--- config.mk ---
export PLATFORM = sky130hd
export DESIGN_NAME = tcst_ram
export DESIGN_NICKNAME = d
export VERILOG_FILES = /design/src/hw/rtl/tcst_ram.sv
export SDC_FILE = /design/constraint.sdc
export NUM_CORES = 1
export LEC_CHECK = 0
export ABC_CLOCK_PERIOD_IN_PS = 2860
export BUFFER_PORTS_ARGS = -buffer_cell sky130_fd_sc_hd__buf_2
export CAP_MARGIN = 20
export CORE_UTILIZATION = 50
export DETAILED_ROUTE_END_ITERATION = 6
export PLACE_DENSITY = 0.76
export SYNTH_ARGS = -nofsm -noshare
export SYNTH_HDL_FRONTEND = slang
export SYNTH_SLANG_ARGS = --single-unit
--- constraint.sdc ---
create_clock -name i_clk -period 2.86 [get_ports i_clk]
set_clock_uncertainty 0.05 [all_clocks]
set_input_delay 0.429 -clock i_clk [delete_from_list [all_inputs] [get_ports i_clk]]
set_output_delay 0.429 -clock i_clk [all_outputs]
set_load 0.01 [all_outputs]
--- src/hw/rtl/tcst_ram.sv ---
// tcst_ram: generic single write, single read ram with registered read data
// depends on nothing
module tcst_ram #(
    parameter int WIDTH  = 16,
    parameter int DEPTH  = 64,
    parameter int ADDR_W = (DEPTH > 1) ? $clog2(DEPTH) : 1
) (
    input  logic              i_clk,
    input  logic              i_we,
    input  logic [ADDR_W-1:0] i_waddr,
    input  logic [WIDTH-1:0]  i_wdata,
    input  logic [ADDR_W-1:0] i_raddr,
    output logic [WIDTH-1:0]  o_rdata
);

    logic [WIDTH-1:0] r_mem [DEPTH];
    logic [WIDTH-1:0] r_rdata;

    always_ff @(posedge i_clk) begin
        if (i_we) begin
            r_mem[i_waddr] <= i_wdata;
        end
        r_rdata <= r_mem[i_raddr];
    end

    assign o_rdata = r_rdata;

endmodule

==> metrics.txt <==
status=finished with violations; failing checks=DRC; Pwr Density=682 mW/mm^2; TritonCTS buffer count=99; CP Class=primary input to flop; share of cells above drive strength 1=29.9%; most frequent cells in the layout=1024 x edfxtp_1, 220 x mux4_2, 189 x buf_4; Leakage=14.7 nW; vias per std cell=6.19; Cell Int Power=0.0247 W; Reg area=0.0311 mm^2; register area share after synthesis=77.6%; Syn Area/Cell=21.9 um^2; Core Box Area=0.0791 mm^2; minimum clock period=2430 ps; first-pass GRT wire length=136000 um; TritonCTS Sinks=1040; gr usage total=23.1%; Reg clk slew, reported paths=60 ps; Rows=103; Max-Cap Viols=0; Routed WL per cell=28.9 um; VDD IR max=0.563 mV; Die Y-Extent=285 um; hold_buf cts=0; critical path launch point type=primary input; vias in the first global route=20100; most common cell after layout, fill and taps aside=edfxtp_1; CTS root buf=clkbuf_16; CTS tree=yes; Comb pwr share=5.3%; GRT overflow=0; DP Cell Count=3024; Layout fillers=5504; multi-input logic area=0.00825 mm^2; Non-Filler Instances=3208; later-pin clock latency in the skew report=650 ps; Reg power frac=54.3%; FF+latch count, synth=1040; clock share of power=40.4%; Worst Path Required=3300 ps; Layout area overhead=14.2%; DP HPWL=57200 um; sw power=0.00649 W; initial core utilization=50.6%; Worst Hold Class=primary input to flop; io pins=46; worst hold margin=129 ps; Pins Over Slew Limit=0; Final #Nets=2105; Distinct cells, synth=43; Worst Path Arrival=2870 ps; Max transition margin=30.6%; main area contributors after synthesis=edfxtp_1 77%, mux4_2 12%, mux2i_1 2.1%; initial antenna violation count=13; Setup Viol. Count Final=0; crit path capture type=flop; chip width=285 um; PostCTS Resize Cnt=0; Antenna Violating Nets Remaining=0; Syn. warnings=0; drt drc=1; fin util=57.8%; crit path max fanout=28; CTS max path bufs=3; period utilization=85.0%; total wire length=92900 um; Final Hold Vio Count=0; H-Tree Depth=3; total power=0.0312 W; 1st-pass router iterations=7; Mapped Nets=1859; Cell Area, Synth=0.0400 mm^2; number of setup buffers added after CTS=0; largest net degree at the start of global routing=65; GPL Wtd Cong=0.876; Vias=19900; area share of the largest cell type after synthesis=76.8%; DRT iter0 DRCs=2263; f_max=411 MHz; area leader, netlist=edfxtp_1; PortBufs=45; Die ar.=0.0812 mm^2; setup_tns=0 ps; Mapped Cells=1829; RSZ-0062 raised after global routing=no; Net Sw Frac=20.8%; worst slew pin tran=1040 ps
-- final cells by class --
cell class | instances | share of cell area [%]
diodes | 2 | 0.0109
clock buffers | 124 | 5.78
clock inverters | 58 | 1.02
multi-input cells | 685 | 18.0
flip-flops and latches | 1040 | 68.0
well taps | 1050 | 2.87
repair buffers | 249 | 4.31
-- path summary, 6_finish.rpt --
kind | startpoint | to | slack (ps) | cells after the start
setup / recovery | i_raddr[0] | o_rdata[6]$_DFF_P_ | 430 | 7
hold / removal | i_wdata[1] | r_mem[34][1]$_DFFE_PP_ | 130 | 1
setup reg to reg | r_mem[22][9]$_DFFE_PP_ | o_rdata[9]$_DFF_P_ | 640 | 5
hold reg to reg | r_mem[56][12]$_DFFE_PP_ | o_rdata[12]$_DFF_P_ | 860 | 5
-- stage by stage --
step                setup slack [ps]  instance area (um^2)
floorplan                        346                 40000
global route                     353                 45700
finish                           429                 45700
detailed placement              -209                 42600
CTS                              458                 45700
global placement                -181                 42600
-- power by group through the flow --
| stage | clock [W] | sequential [W] | combinational (W) |
|---|---|---|---|
| after floorplan | 0 | 0.0172 | 0.000873 |
| after CTS | 0.0127 | 0.0169 | 0.00166 |
| after global placement | 0 | 0.0172 | 0.00160 |
| after global routing | 0.0133 | 0.0169 | 0.00175 |
| after detailed placement | 0 | 0.0173 | 0.00165 |
| final | 0.0126 | 0.0169 | 0.00166 |
-- synth_stat cells, drive strengths merged --
| library cell | instances |
|---|---|
| nand3 | 24 |
| nor4 | 3 |
| nand3b | 2 |
| and4 | 5 |
| a21oi | 17 |
| nor2 | 74 |
| nand4 | 12 |
| buf | 77 |
| mux2 | 27 |
| o21ai | 8 |
| mux4 | 224 |
| edfxtp | 1024 |
| and2 | 2 |
| a41oi | 5 |
| a311oi | 8 |
| a221oi | 16 |
| a221o | 6 |
| dfxtp | 16 |
| clkbuf | 27 |
| a22oi | 39 |
| or3b | 1 |
| a22o | 6 |
| a31oi | 8 |
| nand2b | 3 |
| or3 | 1 |
| a211oi | 8 |
| nor3 | 2 |
| nand4b | 1 |
| a211o | 8 |
| mux2i | 85 |
| nand2 | 60 |
| nor2b | 30 |
-- registers in the layout (all words and copies together) (netlist names) --
register and cells:
r_mem 1024, o_rdata 16
-- cells by family (layout without fill, tap and decap cells) --
group,after synthesis,in the layout,share of synthesized area [%]
flip-flops,1040,1040,77.6
multiplexers,336,336,15.5
AND/OR/NAND/NOR,220,220,2.65
AO/OA/AOI/OAI,129,129,2.41
buffers and inverters,104,431,1.83
other,0,2,0
-- worst max-delay path, stage by stage --
cell	delay [ps]
buf_8	290
buf_12	260
buf_4	210
mux4_2	540
mux2_2	300
a21oi_1	660
nor4_2	130
-- metal layers --
layer | vias up | wire, um | global-route usage [%] | part of all wire, %
met4 | 14 | 3340 | 8.30 | 3.6
met3 | 229 | 7990 | 5.52 | 8.6
met2 | 1028 | 45600 | 37.5 | 49
li1 | 8170 | - | - | -
met1 | 10400 | 35900 | 30.7 | 39
met5 | - | 78 | 0 | 0.084
No activity file was read; power rests on OpenSTA's default activity.
