[src/hw/rtl/tcst_pkg.sv]
// tcst_pkg: shared types and constants for the touch contact slot tracker
// used by tcst_alu, tcst_ram users and the top level
// no dependencies
package tcst_pkg;

    localparam int MAX_CONTACTS_DEF = 64;

    localparam int ID_W    = 16;
    localparam int RAW_W   = 20;
    localparam int ORIG_W  = 15;
    localparam int POS_W   = 16;
    localparam int DELTA_W = 17;
    localparam int SLOT_OUT_W = 6;
    localparam int QUOT_W  = 14;

    // x / 100 == (x * DIV_RECIP) >> DIV_SHIFT for every 20-bit x
    localparam logic [RAW_W-1:0] DIV_RECIP = 20'd671089;
    localparam int DIV_SHIFT = 26;

    typedef enum logic [0:0] {
        ALU_DIV100 = 1'b0,
        ALU_SUB    = 1'b1
    } t_alu_op;

    typedef struct packed {
        t_alu_op                   op;
        logic [RAW_W-1:0]          ua;
        logic signed [DELTA_W-1:0] sa;
        logic signed [DELTA_W-1:0] sb;
    } t_alu_req;

    typedef struct packed {
        logic signed [POS_W-1:0]   cur_x;
        logic signed [POS_W-1:0]   cur_y;
        logic signed [POS_W-1:0]   prev_x;
        logic signed [POS_W-1:0]   prev_y;
        logic signed [DELTA_W-1:0] mov_x;
        logic signed [DELTA_W-1:0] mov_y;
    } t_slot_data;

    localparam t_slot_data SLOT_DATA_RESET = '{
        cur_x:  -16'sd1,
        cur_y:  -16'sd1,
        prev_x: -16'sd1,
        prev_y: -16'sd1,
        mov_x:  17'sd0,
        mov_y:  17'sd0
    };

endpackage

[src/hw/rtl/tcst_alu.sv]
// tcst_alu: shared arithmetic unit, divide by 100 or signed subtract
// depends on tcst_pkg
module tcst_alu
    import tcst_pkg::*;
(
    input  t_alu_req                   i_req,
    output logic signed [DELTA_W-1:0]  o_res
);

    logic [2*RAW_W-1:0]  prod;
    logic [QUOT_W-1:0]   quot;
    logic signed [DELTA_W-1:0] diff;

    // reciprocal multiply, exact over the whole raw range
    assign prod = i_req.ua * DIV_RECIP;
    assign quot = prod[DIV_SHIFT +: QUOT_W];
    assign diff = i_req.sa - i_req.sb;

    always_comb begin
        case (i_req.op)
            ALU_DIV100: o_res = $signed({{(DELTA_W-QUOT_W){1'b0}}, quot});
            ALU_SUB:    o_res = diff;
            default:    o_res = diff;
        endcase
    end

endmodule

[config.mk]
export PLATFORM = sky130hd
export DESIGN_NAME = tcst_alu
export DESIGN_NICKNAME = d
export VERILOG_FILES = /design/src/hw/rtl/tcst_pkg.sv /design/src/hw/rtl/tcst_alu.sv
export SDC_FILE = /design/constraint.sdc
export NUM_CORES = 1
export LEC_CHECK = 0
export ABC_CLOCK_PERIOD_IN_PS = 14100
export BUFFER_PORTS_ARGS = -buffer_cell sky130_fd_sc_hd__buf_2
export CAP_MARGIN = 20
export CORE_MARGIN = 2
export CORE_UTILIZATION = 50
export DETAILED_ROUTE_END_ITERATION = 8
export GPL_TIMING_DRIVEN = 0
export PLACE_DENSITY = 0.72
export REMOVE_ABC_BUFFERS = 1
export SYNTH_ARGS = -nofsm -noshare
export SYNTH_HDL_FRONTEND = slang
export SYNTH_SLANG_ARGS = --single-unit
[constraint.sdc]
create_clock -name vclk -period 14.1
set_input_delay 1.41 -clock vclk [all_inputs]
set_output_delay 1.41 -clock vclk [all_outputs]
set_load 0.1 [all_outputs]
==> run metrics <==
synthesis-to-layout area growth=7.49%; die width=133 um; port bufs=72; vias in the first global route=6,399; FF+latch count=0; Max Slew Vio Count=0; core area=0.0165 sq mm; Core Rows=47; CP max stage delay=550 ps; Max Cap Violations=0; Final Hold Viols=0; post-synthesis sequential area ratio=0%; worst hold path class=primary input to primary output; Netlist cell types=54; CP max FO=9; CP Capture Type=primary output; Post CTS Setup Buffer Count=0; post-synthesis mux area share=0.360%; post-DP HPWL=15,400 um; critical-path cell list=buf_2 -> ha_1 -> inv_1 -> fa_1 -> fa_1 -> inv_1 -> fa_1 -> fa_1 -> fa_1 -> inv_1 -> fa_1 -> inv_1 -> ha_1 -> nand3_1 -> o211ai_1 -> o41a_1 -> a211oi_2 -> o21bai_2 -> a31oi_1 -> o21ai_1 -> o311ai_1 -> buf_2; Overflow after GRT=0; largest net degree at the start of global routing=33; Post-route DRC=0; die height=133 um; most common cell after layout, fill and taps aside=inv_1; Slew headroom=67.1%; hold buffers post-CTS=0; startpoint types=primary input; Placer Congestion=0.850; First DRT Iteration DRCs=209; Final TNS setup=0 ps; Worst Path Arrival=7970 ps; IO Pins=72; via/cell ratio=5.02; Sequential Area=0 sq um; slowest stage cell, crit path=fa_1; routed via count=5,924; Synthesis Warnings=0; min Tclk post-route=9380 ps; die area=0.0177 sq mm; DR pass1 iterations=4; Starting Density=50.7%; RSZ-0062 raised after global routing=no; adder-cell share of the synthesized area=70.4%; Layout fillers=1,543; fin crit share=66.5%; Worst EP required=12,690 ps; combinational family with the most area after synthesis=adder cells; most frequent cell on the critical path=fa_1; Multi-input gate area=0.00726 sq mm; Max Freq=107 MHz; setup violators final=0; Nets=1,399; final WL=16,700 um; Total GRT Usage=20.3%; Synth Area in Compound Gates=7.11%; final-layout clock buffer total=0; Routed wire per std cell=14.1 um; Gates resized, CTS repair=0; layout cells sized above 1=8.13%; initial antenna violation count=0; number of antenna-violating nets in the routed design=0; worst slew pin tran=494 ps; status=completed; first-pass GRT wire length=29,500 um; simple-gate share of the synthesized area=6.42%; Syn Area/Cell=9.36 sq um; cell area after synthesis=0.00834 sq mm; Gate Count Post-Synth=891; crit path kind=primary input to primary output; xor-xnor portion of the synthesized cell area=2.84%; most frequent cells in the layout=inv_1, ha_1, fa_1; diodes inserted=0
==> cell usage after synthesis (4+ instances only) <==
library cell | instances | area [sq um]
nand2_1 | 29 | 109
nor2b_1 | 4 | 25.0
nand3_1 | 13 | 65.1
nor4_1 | 4 | 25.0
inv_1 | 284 | 1070
xor2_1 | 10 | 87.6
nand4_1 | 4 | 25.0
xnor2_1 | 17 | 149
nor3_1 | 10 | 50.1
o211ai_1 | 6 | 45.0
ha_1 | 237 | 2970
a21o_1 | 8 | 60.1
o21a_1 | 6 | 45.0
fa_1 | 145 | 2900
a21oi_1 | 18 | 90.1
nor2_1 | 16 | 60.1
and3_1 | 5 | 31.3
o21ai_0 | 19 | 95.1
==> per-layer routing <==
layer  vias to the layer above  part of all wire, %  GRT usage (%)
met5                         -                    0              0
met3                        12                  1.4          0.419
met4                         0                  1.3           2.36
li1                       2968                    -              -
met1                      2875                   46           27.5
met2                        69                   52           37.7
==> worst max-delay path, delay by kind of cell <==
| family | cells | cell delay [ps] |
|---|---|---|
| adder cells (fa/ha/maj) | 8 | 3730 |
| buffers and inverters | 6 | 1020 |
| AO/OA/AOI/OAI | 7 | 1650 |
| AND/OR/NAND/NOR | 1 | 120 |
==> logic make-up (layout without fill, tap and decap cells) <==
group,after synthesis,count (layout)
fa+ha+maj,382,382
buf+inv,287,356
simple gates,105,105
compound gates,87,87
xor+xnor,27,27
mux,3,3
==> final timing paths <==
path  depth (start not counted)  slack (ps)       from       end
max                          22        4720  i_req[45]  o_res[8]
min                           4        3350   i_req[0]  o_res[0]
==> layout make-up <==
cell class | count | share of cell area, %
Inverter | 284 | 11.9
Multi-Input combinational cell | 604 | 81.0
Tap cell | 220 | 3.07
Timing Repair Buffer | 72 | 4.02
==> stage by stage <==
stage	instance area [sq um]	setup slack, ps	util (%)	hold slack (ps)	instances
2_1_floorplan	8330	3910	-	3260	888
3_3_place_gp	8960	4770	54.4	3350	1180
3_5_place_dp	8960	4720	54.4	3360	1180
4_1_cts	8960	4710	54.4	3360	1180
5_1_grt	8960	4420	54.4	3380	1180
6_report	8960	4720	54.4	3350	1180
Power is not shown: default switching activity piles up to over one toggle a cycle in this logic, so the estimate is an artifact.
